--- config.mk ---
export PLATFORM = sky130hd
export DESIGN_NAME = picture_header_detector_unit
export DESIGN_NICKNAME = d
export VERILOG_FILES = /design/src/rtl/phd_pkg.sv /design/src/rtl/phd_digit_unit.sv /design/src/rtl/phd_window.sv /design/src/rtl/phd_parser.sv /design/src/rtl/picture_header_detector_unit.sv
export SDC_FILE = /design/constraint.sdc
export NUM_CORES = 1
export LEC_CHECK = 0
export BUFFER_PORTS_ARGS = -buffer_cell sky130_fd_sc_hd__buf_2
export CAP_MARGIN = 20
export CELL_PAD_IN_SITES_DETAIL_PLACEMENT = 1
export CELL_PAD_IN_SITES_GLOBAL_PLACEMENT = 2
export CORE_MARGIN = 2
export CORE_UTILIZATION = 45
export DETAILED_ROUTE_END_ITERATION = 10
export GPL_ROUTABILITY_DRIVEN = 0
export GPL_TIMING_DRIVEN = 0
export PLACE_DENSITY = 0.88
export SYNTH_ARGS = -nofsm -noshare
export SYNTH_HDL_FRONTEND = slang
export SYNTH_SLANG_ARGS = --single-unit
--- constraint.sdc ---
create_clock -name aclk -period 7.68 [get_ports aclk]
set_input_delay 1.92 -clock aclk [delete_from_list [all_inputs] [get_ports aclk]]
set_output_delay 1.92 -clock aclk [all_outputs]
set_load 0.01 [all_outputs]
--- src/rtl/phd_pkg.sv ---
// Shared constants, character codes and result type for the picture header detector.
package phd_pkg;

    // Default window length; the window holds one character less than this.
    localparam int WINDOW_LEN_DEF = 64;

    localparam int CHAR_W = 8;
    localparam int SIZE_W = 13;
    localparam int SPP_W  = 4;

    // Size limits and digit accumulator saturation value.
    localparam logic [SIZE_W-1:0] SIZE_MAX_OK = SIZE_W'(4095);
    localparam logic [SIZE_W-1:0] ACC_SAT     = SIZE_W'(4096);

    // Character codes.
    localparam logic [CHAR_W-1:0] CH_NUL    = 8'h00;
    localparam logic [CHAR_W-1:0] CH_SPACE  = 8'h20;
    localparam logic [CHAR_W-1:0] CH_Z_LOW  = 8'h7A;
    localparam logic [CHAR_W-1:0] CH_P_UP   = 8'h50;
    localparam logic [CHAR_W-1:0] CH_I_LOW  = 8'h69;
    localparam logic [CHAR_W-1:0] CH_C_LOW  = 8'h63;
    localparam logic [CHAR_W-1:0] CH_COLON  = 8'h3A;
    localparam logic [CHAR_W-1:0] CH_X_LOW  = 8'h78;
    localparam logic [CHAR_W-1:0] CH_C_UP   = 8'h43;
    localparam logic [CHAR_W-1:0] CH_P_LOW  = 8'h70;
    localparam logic [CHAR_W-1:0] CH_SEMI   = 8'h3B;
    localparam logic [CHAR_W-1:0] CH_0      = 8'h30;
    localparam logic [CHAR_W-1:0] CH_2      = 8'h32;
    localparam logic [CHAR_W-1:0] CH_4      = 8'h34;
    localparam logic [CHAR_W-1:0] CH_9      = 8'h39;

    // Samples-per-pixel codes.
    localparam logic [SPP_W-1:0] SPP_NONE = 4'd0;
    localparam logic [SPP_W-1:0] SPP_2    = 4'd2;
    localparam logic [SPP_W-1:0] SPP_4    = 4'd4;
    localparam logic [SPP_W-1:0] SPP_8    = 4'd8;

    // Result of one window scan.
    typedef struct packed {
        logic              header_ok;
        logic [SIZE_W-1:0] width;
        logic [SIZE_W-1:0] height;
        logic              is_colour;
        logic [SPP_W-1:0]  samples_per_pixel;
    } phd_result_t;

endpackage

--- src/rtl/phd_digit_unit.sv ---
// Shared decimal digit accumulator: acc * 10 + digit, saturating.
module phd_digit_unit
    import phd_pkg::*;
(
    input  logic [SIZE_W-1:0] acc_in,
    input  logic [CHAR_W-1:0] digit_chr,
    output logic [SIZE_W-1:0] acc_out
);

    localparam int PROD_W = SIZE_W + 4;

    logic [PROD_W-1:0] acc_ext;
    logic [PROD_W-1:0] prod;

    // Times ten as two shifts and an add; the low nibble of a digit code is its value.
    assign acc_ext = {4'b0000, acc_in};
    assign prod    = (acc_ext << 3) + (acc_ext << 1) + PROD_W'(digit_chr[3:0]);

    // Clamp at the saturation value.
    assign acc_out = (prod > PROD_W'(ACC_SAT)) ? ACC_SAT : prod[SIZE_W-1:0];

endmodule

--- src/rtl/phd_window.sv ---
// Circular character window with per-entry valid bits and a sequential read port.
module phd_window
    import phd_pkg::*;
#(
    parameter int WIN_CHARS = WINDOW_LEN_DEF - 1
) (
    input  logic              aclk,
    input  logic              aresetn,
    input  logic              wr_en,
    input  logic [CHAR_W-1:0] wr_char,
    input  logic              rd_start,
    input  logic              rd_en,
    output logic [CHAR_W-1:0] rd_char
);

    localparam int AW = $clog2(WIN_CHARS);
    localparam logic [AW-1:0] LAST = AW'(WIN_CHARS - 1);

    logic [CHAR_W-1:0]    mem [WIN_CHARS];
    logic [WIN_CHARS-1:0] vld_reg;
    logic [AW-1:0]        head_reg, head_next;
    logic [AW-1:0]        rd_ptr_reg, rd_ptr_next;
    logic [CHAR_W-1:0]    rd_data_reg;
    logic                 rd_vld_reg;

    // The head points at the oldest character, which a new one overwrites.
    always_comb begin
        head_next = head_reg;
        if (wr_en) begin
            head_next = (head_reg == LAST) ? '0 : head_reg + 1'b1;
        end
    end

    // A scan starts at the oldest character and walks forward with wrap.
    always_comb begin
        rd_ptr_next = rd_ptr_reg;
        if (rd_start) begin
            rd_ptr_next = head_reg;
        end else if (rd_en) begin
            rd_ptr_next = (rd_ptr_reg == LAST) ? '0 : rd_ptr_reg + 1'b1;
        end
    end

    // Pointers, valid bits and the registered valid of the read.
    always_ff @(posedge aclk) begin
        if (!aresetn) begin
            head_reg   <= '0;
            rd_ptr_reg <= '0;
            vld_reg    <= '0;
            rd_vld_reg <= 1'b0;
        end else begin
            head_reg   <= head_next;
            rd_ptr_reg <= rd_ptr_next;
            if (wr_en) begin
                vld_reg[head_reg] <= 1'b1;
            end
            if (rd_en) begin
                rd_vld_reg <= vld_reg[rd_ptr_reg];
            end
        end
    end

    // Character storage with one write and one registered read.
    always_ff @(posedge aclk) begin
        if (wr_en) begin
            mem[head_reg] <= wr_char;
        end
        if (rd_en) begin
            rd_data_reg <= mem[rd_ptr_reg];
        end
    end

    // Entries never written read as a space through their valid bits.
    assign rd_char = rd_vld_reg ? rd_data_reg : CH_SPACE;

endmodule

--- src/rtl/phd_parser.sv ---
// Character-at-a-time sequencer that finds the header tag and parses the fields.
module phd_parser
    import phd_pkg::*;
(
    input  logic              aclk,
    input  logic              aresetn,
    input  logic              start,
    input  logic              tok_valid,
    input  logic              tok_end,
    input  logic [CHAR_W-1:0] tok_char,
    output logic              done,
    output phd_result_t       result
);

    typedef enum logic [2:0] {
        P_SEARCH,
        P_WIDTH,
        P_HEIGHT,
        P_TERM,
        P_SPEED,
        P_CLOSE,
        P_DONE
    } pstate_t;

    pstate_t             pstate_reg, pstate_next;
    logic [3*CHAR_W-1:0] hist_reg, hist_next;
    logic [SIZE_W-1:0]   width_reg, width_next;
    logic [SIZE_W-1:0]   height_reg, height_next;
    logic                col_reg, col_next;
    logic                ok_reg, ok_next;
    logic [SPP_W-1:0]    speed_reg, speed_next;

    logic [CHAR_W-1:0]   chr;
    logic                is_digit;
    logic                tag_hit;
    logic                sizes_ok;
    logic [SIZE_W-1:0]   acc_src;
    logic [SIZE_W-1:0]   acc_new;
    logic [SPP_W-1:0]    speed_map;

    // The end of the window reads as a NUL terminator.
    assign chr      = tok_end ? CH_NUL : tok_char;
    assign is_digit = (chr >= CH_0) && (chr <= CH_9);
    assign tag_hit  = (hist_reg == {CH_P_UP, CH_I_LOW, CH_C_LOW}) && (chr == CH_COLON);
    assign sizes_ok = (width_reg != '0) && (height_reg != '0) &&
                      (width_reg <= SIZE_MAX_OK) && (height_reg <= SIZE_MAX_OK);

    // One accumulator serves both size fields.
    assign acc_src = (pstate_reg == P_HEIGHT) ? height_reg : width_reg;

    phd_digit_unit u_digit (
        .acc_in    (acc_src),
        .digit_chr (chr),
        .acc_out   (acc_new)
    );

    // Speed character decode.
    always_comb begin
        case (chr)
            CH_4:    speed_map = SPP_4;
            CH_2:    speed_map = SPP_2;
            default: speed_map = SPP_8;
        endcase
    end

    // Parse step for one character.
    always_comb begin
        pstate_next = pstate_reg;
        hist_next   = hist_reg;
        width_next  = width_reg;
        height_next = height_reg;
        col_next    = col_reg;
        ok_next     = ok_reg;
        speed_next  = speed_reg;
        if (start) begin
            pstate_next = P_SEARCH;
            hist_next   = {3{CH_SPACE}};
            width_next  = '0;
            height_next = '0;
            col_next    = 1'b0;
            ok_next     = 1'b0;
        end else if (tok_valid) begin
            case (pstate_reg)
                P_SEARCH: begin
                    hist_next = {hist_reg[2*CHAR_W-1:0], chr};
                    if (tag_hit) begin
                        pstate_next = P_WIDTH;
                    end else if (tok_end) begin
                        pstate_next = P_DONE;
                    end
                end
                P_WIDTH: begin
                    if (is_digit) begin
                        width_next = acc_new;
                    end else if (chr == CH_X_LOW) begin
                        pstate_next = P_HEIGHT;
                    end else begin
                        pstate_next = P_DONE;
                    end
                end
                P_HEIGHT: begin
                    if (is_digit) begin
                        height_next = acc_new;
                    end else if (chr == CH_C_UP) begin
                        col_next    = 1'b1;
                        pstate_next = P_TERM;
                    end else if (chr == CH_SEMI) begin
                        ok_next     = sizes_ok;
                        if (sizes_ok) begin
                            speed_next = SPP_8;
                        end
                        pstate_next = P_DONE;
                    end else if (chr == CH_P_LOW) begin
                        pstate_next = P_SPEED;
                    end else begin
                        pstate_next = P_DONE;
                    end
                end
                P_TERM: begin
                    if (chr == CH_SEMI) begin
                        ok_next     = sizes_ok;
                        if (sizes_ok) begin
                            speed_next = SPP_8;
                        end
                        pstate_next = P_DONE;
                    end else if (chr == CH_P_LOW) begin
                        pstate_next = P_SPEED;
                    end else begin
                        pstate_next = P_DONE;
                    end
                end
                P_SPEED: begin
                    if (tok_end) begin
                        pstate_next = P_DONE;
                    end else begin
                        speed_next  = speed_map;
                        pstate_next = P_CLOSE;
                    end
                end
                P_CLOSE: begin
                    ok_next     = (chr == CH_SEMI) && sizes_ok;
                    pstate_next = P_DONE;
                end
                default: begin
                    pstate_next = P_DONE;
                end
            endcase
        end
    end

    // State and parse results.
    always_ff @(posedge aclk) begin
        if (!aresetn) begin
            pstate_reg <= P_DONE;
            hist_reg   <= {3{CH_SPACE}};
            width_reg  <= '0;
            height_reg <= '0;
            col_reg    <= 1'b0;
            ok_reg     <= 1'b0;
            speed_reg  <= SPP_NONE;
        end else begin
            pstate_reg <= pstate_next;
            hist_reg   <= hist_next;
            width_reg  <= width_next;
            height_reg <= height_next;
            col_reg    <= col_next;
            ok_reg     <= ok_next;
            speed_reg  <= speed_next;
        end
    end

    assign done                     = (pstate_reg == P_DONE);
    assign result.header_ok         = ok_reg;
    assign result.width             = width_reg;
    assign result.height            = height_reg;
    assign result.is_colour         = col_reg;
    assign result.samples_per_pixel = speed_reg;

endmodule

--- src/rtl/picture_header_detector_unit.sv ---
// Each accepted character starts a scan that reads the window one character per cycle and
// feeds the header parser; a scan stops early once the header parse ends. The result is
// then loaded into the output register once that register is free. The input is not ready
// during a scan or while a result waits, so a new character waits for the last one's result.
// Reset (aresetn low, synchronous) empties the window to spaces at once through
// per-entry valid bits and clears the held samples-per-pixel value to zero.
module picture_header_detector_unit
    import phd_pkg::*;
#(
    parameter int WINDOW_LEN = WINDOW_LEN_DEF
) (
    input  logic              aclk,
    input  logic              aresetn,
    input  logic              s_valid,
    output logic              s_ready,
    input  logic [CHAR_W-1:0] s_char_in,
    output logic              m_valid,
    input  logic              m_ready,
    output logic              m_header_ok,
    output logic [SIZE_W-1:0] m_width,
    output logic [SIZE_W-1:0] m_height,
    output logic              m_is_colour,
    output logic [SPP_W-1:0]  m_samples_per_pixel
);

    localparam int WIN_CHARS = WINDOW_LEN - 1;
    localparam int CW        = $clog2(WIN_CHARS + 1);
    localparam logic [CW-1:0] CNT_END = CW'(WIN_CHARS);

    typedef enum logic [1:0] {
        ST_IDLE,
        ST_START,
        ST_SCAN,
        ST_HOLD
    } state_t;

    state_t            state_reg, state_next;
    logic [CW-1:0]     cnt_reg, cnt_next;
    logic              end_sent_reg, end_sent_next;
    logic              tok_valid_reg, tok_valid_next;
    logic              tok_end_reg, tok_end_next;
    logic              m_valid_reg, m_valid_next;
    phd_result_t       out_reg, out_next;

    logic              in_xfer;
    logic              printable;
    logic              wr_en;
    logic              issue;
    logic              rd_en;
    logic              out_load;
    logic [CHAR_W-1:0] rd_char;
    logic              p_done;
    phd_result_t       p_result;

    assign s_ready   = (state_reg == ST_IDLE);
    assign in_xfer   = s_valid && s_ready;
    assign printable = (s_char_in >= CH_SPACE) && (s_char_in <= CH_Z_LOW);
    assign wr_en     = in_xfer && printable;

    // Issue one window position per cycle, then the end-of-window marker.
    assign issue    = (state_reg == ST_SCAN) && !end_sent_reg && !p_done;
    assign rd_en    = issue && (cnt_reg != CNT_END);
    assign out_load = (state_reg == ST_HOLD) && (!m_valid_reg || m_ready);

    phd_window #(
        .WIN_CHARS (WIN_CHARS)
    ) u_window (
        .aclk     (aclk),
        .aresetn  (aresetn),
        .wr_en    (wr_en),
        .wr_char  (s_char_in),
        .rd_start (state_reg == ST_START),
        .rd_en    (rd_en),
        .rd_char  (rd_char)
    );

    phd_parser u_parser (
        .aclk      (aclk),
        .aresetn   (aresetn),
        .start     (state_reg == ST_START),
        .tok_valid (tok_valid_reg),
        .tok_end   (tok_end_reg),
        .tok_char  (rd_char),
        .done      (p_done),
        .result    (p_result)
    );

    // Sequencer and output register next values.
    always_comb begin
        state_next     = state_reg;
        cnt_next       = cnt_reg;
        end_sent_next  = end_sent_reg;
        tok_valid_next = issue;
        tok_end_next   = issue && (cnt_reg == CNT_END);
        m_valid_next   = m_valid_reg;
        out_next       = out_reg;
        if (m_valid_reg && m_ready) begin
            m_valid_next = 1'b0;
        end
        case (state_reg)
            ST_IDLE: begin
                if (in_xfer) begin
                    state_next = ST_START;
                end
            end
            ST_START: begin
                cnt_next      = '0;
                end_sent_next = 1'b0;
                state_next    = ST_SCAN;
            end
            ST_SCAN: begin
                if (p_done) begin
                    state_next = ST_HOLD;
                end else if (issue) begin
                    if (cnt_reg == CNT_END) begin
                        end_sent_next = 1'b1;
                    end else begin
                        cnt_next = cnt_reg + 1'b1;
                    end
                end
            end
            ST_HOLD: begin
                if (out_load) begin
                    m_valid_next = 1'b1;
                    out_next     = p_result;
                    state_next   = ST_IDLE;
                end
            end
            default: begin
                state_next = ST_IDLE;
            end
        endcase
    end

    // State and registered outputs.
    always_ff @(posedge aclk) begin
        if (!aresetn) begin
            state_reg     <= ST_IDLE;
            cnt_reg       <= '0;
            end_sent_reg  <= 1'b0;
            tok_valid_reg <= 1'b0;
            tok_end_reg   <= 1'b0;
            m_valid_reg   <= 1'b0;
            out_reg       <= '0;
        end else begin
            state_reg     <= state_next;
            cnt_reg       <= cnt_next;
            end_sent_reg  <= end_sent_next;
            tok_valid_reg <= tok_valid_next;
            tok_end_reg   <= tok_end_next;
            m_valid_reg   <= m_valid_next;
            out_reg       <= out_next;
        end
    end

    assign m_valid             = m_valid_reg;
    assign m_header_ok         = out_reg.header_ok;
    assign m_width             = out_reg.width;
    assign m_height            = out_reg.height;
    assign m_is_colour         = out_reg.is_colour;
    assign m_samples_per_pixel = out_reg.samples_per_pixel;

    // A valid header always carries sizes inside the allowed range.
    a_ok_sizes: assert property (@(posedge aclk) disable iff (!aresetn)
        (m_valid && m_header_ok) |->
            (m_width != '0 && m_width <= SIZE_MAX_OK &&
             m_height != '0 && m_height <= SIZE_MAX_OK))
        else $error("valid header reported with out-of-range size");

    // A valid header always leaves a nonzero speed behind.
    a_ok_speed: assert property (@(posedge aclk) disable iff (!aresetn)
        (m_valid && m_header_ok) |-> (m_samples_per_pixel != SPP_NONE))
        else $error("valid header reported without a speed value");

    // The digit accumulators never pass the saturation value.
    a_sat: assert property (@(posedge aclk) disable iff (!aresetn)
        m_valid |-> (m_width <= ACC_SAT && m_height <= ACC_SAT))
        else $error("size field above saturation value");

    // Every input transfer starts a scan in the following cycle.
    a_start: assert property (@(posedge aclk) disable iff (!aresetn)
        (s_valid && s_ready) |=> (state_reg == ST_START))
        else $error("input transfer did not start a scan");

endmodule
# After elaboration in Yosys (flattened, before gate mapping)
# Memories as Yosys holds them, arrays and structs flattened. A register that Yosys moved wholly into a read port is not among the register bits.
# Index checks and enable logic that the tools add are counted.
# totals
wordCells	173
register_bits	179
mem_bits_rw	504
memories	1
# classes
n_lt_le_gt_ge	10
n_eq_ne	36
n_mux	52
n_reduce_logical	42
addsub	5
n_bitwise	4
# mem_list
memory	words	word_bits	read_ports	rd_ports_with_merged_regs	wr	line	rtl
u_window.mem	63	8	1	1	1	phd_window.sv:19	logic [CHAR_W-1:0] mem [WIN_CHARS];
# ops
operator	n
OR 63 bit	1
2-to-1 mux 6 bit	7
== test 8 x 6 -> 1 bit (second input constant)	4
2-to-1 mux 3 bit	9
less-or-equal comparator 13 x 12 -> 1 bit (second input constant)	2
2-to-1 mux 13 bit	2
nonzero test 13 bit	2
== test 24 x 23 -> 1 bit (second input constant)	1
== test 8 x 7 -> 1 bit (second input constant)	3
AND reduction 4 bit	6
2-to-1 mux 4 bit	5
adder 6 x 1 -> 6 bit (second input constant)	3
== test 6 bit (second input constant)	3
inequality test 2 bit (second input constant)	9
adder 16 x 14 -> 17 bit	1
adder 17 x 4 -> 17 bit	1
greater-than comparator 17 x 13 -> 1 bit (second input constant)	1
greater-or-equal comparator 8 x 6 -> 1 bit (second input constant)	2
logical AND 1 bit	16
2-to-1 mux 8 bit	2
one-hot mux 3 bit (5 select lines)	1
< comparator 6 x 7 -> 1 bit (second input constant)	2
2-to-1 mux 1 bit	13
one-hot mux 4 bit (3 select lines)	1
other kinds (31)	52

# Logic depth before layout (Yosys ltp)
# depth
depth_word	10
depth_mapped	16
mapped_depth_nobuf	14

# Modules after synthesis
# From an unflattened synthesis, not the netlist that was laid out.
# unflattened
hier_cells	1804
area_unflattened_um2	28453.5
# modules_own_cells
mod	area_each_um2	cells_each	n_inst
phd_window	22848.2	1150	1
phd_parser	2795.2	325	1
picture_header_detector_unit	1874.3	219	1
phd_digit_unit	935.9	110	1

# Worst setup path after synthesis
# Ideal clock, no wire load.
# synth_path
path_kind	flip-flop to flip-flop
startpoint	register u_parser.pstate_reg[2]
endpoint	register u_parser.width_reg[5]
path_buffers	3
path_slack_ps	3444
period_less_slack_ps	4236
t_arrival_ps	4167
required_time_ps	7611
path_stages_with_launch	16
cell_sequence	dfxtp_1 clkbuf_1 nor3_2 clkbuf_1 mux2_2 fa_1 inv_1 fa_1 nor2b_1 o22ai_1 xnor2_1 or3_1 nor4_1 o2111ai_2 buf_6 o21ai_1
# synth_via
elab_chain_cells	6
# synth_rtl
element	line	rtl
start: declaration	phd_parser.sv:25	pstate_t pstate_reg, pstate_next;
start signal: assignment	phd_parser.sv:162	pstate_reg <= pstate_next;
== test 3 x 2 -> 1 bit	phd_parser.sv:49	assign acc_src = (pstate_reg == P_HEIGHT) ? height_reg : width_reg;
2-to-1 mux 13 bit	phd_parser.sv:49	
adder 16 x 14 -> 17 bit	phd_digit_unit.sv:17	assign prod = (acc_ext << 3) + (acc_ext << 1) + PROD_W'(digit_chr[3:0]);
adder 17 x 4 -> 17 bit	phd_digit_unit.sv:17	
greater-than comparator 17 x 13 -> 1 bit	phd_digit_unit.sv:20	assign acc_out = (prod > PROD_W'(ACC_SAT)) ? ACC_SAT : prod[SIZE_W-1:0];
2-to-1 mux 13 bit	phd_digit_unit.sv:20	
end signal: assignment	phd_parser.sv:164	width_reg <= width_next;
end: declaration	phd_parser.sv:27	logic [SIZE_W-1:0] width_reg, width_next;
# Parallel ways exist; a longest one is shown, timed or not.
# A chain may end at the register's enable or synchronous reset.

# Final worst setup path
# layout_path
startpoint	register u_parser.pstate_reg[2]
endpoint	register u_parser.width_reg[8]
# The elaborated chain is that of the path after synthesis.

==> results.toml <==
[place]
port_buffers = 43
placed_cells = 2567
dp_hpwl_um = 50600

[cts]
clock-sinks = 689
h-tree-depth = 3
cts_resized = 0
cts_setup_buffers = 0
numCtsBuffers = 72
cts_tree = "yes"
clock-root-buffer = "clkbuf_16"
clock_latency_ns = 0.65
clk_pin_slew_ns = 0.06
ctsHoldBuffers = 0
clockBufferDepth = 3

[min_path]
hold_path_startpoint = "m_width[3]$_SDFFE_PN0P_"
min_to = "m_width[3]$_SDFFE_PN0P_"
min_delay_path_depth = 2
hp-class = "reg -> reg"

[timing]
fmax_ghz = 0.186
setup_viol = 0
clock_skew_ns = 0.0512
finalSetupTns_ns = 0
period_needed_ns = 5.38
relSlewSlack_pct = 22.9
period_share_pct = 70.1
grt_setup_unrepaired = "no"
tightest_slew_ns = 1.15
slew_violations = 0
hold_viol = 0

[synth]
postSynthAreaPerCell_um2 = 16.1
ys_top_cells_by_count = "edfxtp_1, dfxtp_1, nand2_1"
synth_ff_type = "edfxtp_1"
ys_seq_elements = 689
async_reset_ff_share_pct = 0
ys_seq_area_share_pct = 68.1
post-synth-top-count-cell = "edfxtp_1"
syn_inst = 1730
yosys_warnings = 0
synth_fp_nets = 1778
ys_top_cells_by_area = "edfxtp_1, mux4_2, dfxtp_1"
synth_top_area_cell = "edfxtp_1"
yosysUniqueCellTypes = 68
synth-edff-count = 512
synth_top_area_share_pct = 55.3
syn_area_mm2 = 0.0278

[run_status]
status = "finished, final reports clean"

[worst_setup_path]
ff2ff_setup_slack_ns = 2.30
crit_path_end_kind = "flip-flop"
cp.arrival_ns = 5.89
reg2reg_from = "u_parser.pstate_reg[2]$_SDFFE_PN1P_"
path_cells = "clkbuf_1 -> nor3_2 -> clkbuf_1 -> mux2_2 -> fa_1 -> inv_1 -> fa_1 -> nor2b_1 -> o2111ai_1 -> and2_1 -> a311oi_1 -> o211ai_1 -> o2111ai_2 -> buf_6 -> o21ai_1"
reg2reg_to = "u_parser.width_reg[8]$_SDFFE_PP0P_"
crit_path_max_fanout = 10
path_buf_inv = 4
path_class = "reg -> reg"
cp_slowest_cell = "a311oi_1"
reg2regPathDepth = 15
slowest_delay_ns = 0.66
start_kind = "flip-flop"
crit_family = "compound AO/OA/AOI/OAI gates"
cp.required_ns = 8.19

[flow_run]
maxCapViolCount = 0

[finish]
fin_cells = 2704
syn_to_final_growth_pct = 14.3
n_antenna_cell = 0
fillCellCount = 5733
largest_register_ff_count = 504
layout-drive-gt1-share_pct = 20.1
multi_input_area_mm2 = 0.00833
nets = 1903
regArea_mm2 = 0.0189

[floorplan]
die-area_mm2 = 0.0637
chipHeight_um = 252
core_area_mm2 = 0.0614
io_pins = 46
initial_core_util_pct = 45.3
die_w_um = 252
row_count = 91

[power]
combinationalPowerShare_pct = 10.4
switchingPower_uw = 2100
peakVddDrop_v = 0.000214
clkPwrFrac_pct = 43.5
p_sw_share_pct = 24.0
p_leak_uw = 0.0102
power_density_mw_per_mm2 = 276
power_frac_seq_pct = 46.1
p_int_uw = 6670

[global_route]
grt_pass1_wl_um = 113000
antenna_found_initial = 1
grt_max_degree = 66
grt-ovfl-total = 0
grt_use_total_pct = 24.4
grt_pass1_vias = 17200

[detailed_routing]
drt-total-wl_um = 75800
drtAntennaViolNets = 0
post_drt_wl_per_cell_um = 28.0
drt-initial-drc-count = 1657
num_vias = 16400
drc = 0
avgViaCountPerCell = 6.05
drt-pass1-iter-count = 5
==> cell type report <==
cell class	instances	area share, %
clock buffer	102	6.45
clock inverter	31	1.75
timing repair buffer	51	1.18
multi-input combinational	923	26.2
tap	790	3.11
inverter	22	0.260
buffer	96	1.43
sequential	689	59.6
==> tightest hold or removal path, cell delays in order, from the launching register on <==
cell and delay, ns:
dfxtp_1 0.30, nand2_1 0.05, a21oi_1 0.05
==> cells by family (layout without fill, tap and decap cells) <==
family                     Yosys count  after routing  synth area share (%)
xor gates and xnor gates            14             14                 0.441
muxes                              207            207                  15.2
adders and majority gates           36             36                  1.68
and+or+nand+nor                    415            415                  6.75
other                                1              1                0.0135
DFF                                689            689                  68.1
AOI/OAI and AO/OA                  250            250                  5.88
buffers and inverters              118            302                  1.93
==> power by group through the flow <==
| stage | Sequential, µW | Combinational, µW | Clock, µW |
|---|---|---|---|
| 2_1_floorplan | 4120 | 586 | 0 |
| 3_3_place_gp | 4120 | 868 | 0 |
| 3_5_place_dp | 4120 | 900 | 0 |
| 4_1_cts | 4040 | 908 | 3860 |
| 5_1_grt | 4040 | 966 | 4000 |
| 6_report | 4040 | 912 | 3820 |
==> through the flow <==
| stage | hold slack [ns] | worst slack, ns | power (µW) | util [%] | cell area (µm²) |
|---|---|---|---|---|---|
| 2_1_floorplan | 0.428 | 3.44 | 4700 | - | 27800 |
| 3_3_place_gp | 0.441 | 1.74 | 4990 | 47.2 | 29000 |
| 3_5_place_dp | 0.448 | 1.64 | 5020 | 47.4 | 29100 |
| 4_1_cts | 0.455 | 2.33 | 8820 | 51.6 | 31700 |
| 5_1_grt | 0.486 | 2.10 | 9010 | 51.7 | 31800 |
| 6_report | 0.452 | 2.30 | 8770 | 51.7 | 31800 |
==> how the worst max path moves through the flow <==
stage,slack [ns],cells past startpoint,end,from
after detailed placement,1.64,6,u_window.mem[54][5]$_DFFE_PP_,s_char_in[5]
after floorplan,3.44,15,u_parser.width_reg[5]$_SDFFE_PP0P_,u_parser.pstate_reg[2]$_SDFFE_PN1P_
final,2.30,15,u_parser.width_reg[8]$_SDFFE_PP0P_,u_parser.pstate_reg[2]$_SDFFE_PN1P_
after global placement,1.74,6,u_window.mem[54][5]$_DFFE_PP_,s_char_in[6]
after CTS,2.33,6,u_window.mem[54][2]$_DFFE_PP_,s_char_in[5]
after global routing,2.10,15,u_parser.height_reg[7]$_SDFFE_PP0P_,u_parser.pstate_reg[2]$_SDFFE_PN1P_
==> layer usage <==
layer | vias up | global-route usage, % | share of wire [%]
met5 | - | 0 | 0.012
met4 | 2 | 10.5 | 4.4
met3 | 174 | 4.16 | 6.2
met2 | 629 | 40.3 | 49
met1 | 8566 | 31.9 | 40
li1 | 6998 | - | -
==> cells in the final DEF, fill, tap and decap left out, types with 12 or more instances in the layout <==
| master | count |
|---|---|
| inv_1 | 21 |
| nor3_1 | 13 |
| o21ai_1 | 21 |
| nor2b_1 | 15 |
| bufinv_16 | 12 |
| a21oi_1 | 80 |
| nand2_1 | 176 |
| nor2_1 | 117 |
| dfxtp_1 | 177 |
| nor4_1 | 12 |
| o21a_1 | 64 |
| a211oi_1 | 12 |
| edfxtp_1 | 512 |
| mux2_2 | 14 |
| clkbuf_16 | 75 |
| mux2i_1 | 22 |
| clkbuf_1 | 81 |
| nand3_1 | 23 |
| mux4_2 | 171 |
| o21ai_0 | 14 |
| ha_1 | 34 |
| buf_2 | 61 |
Power figures use the tool's default switching activity.
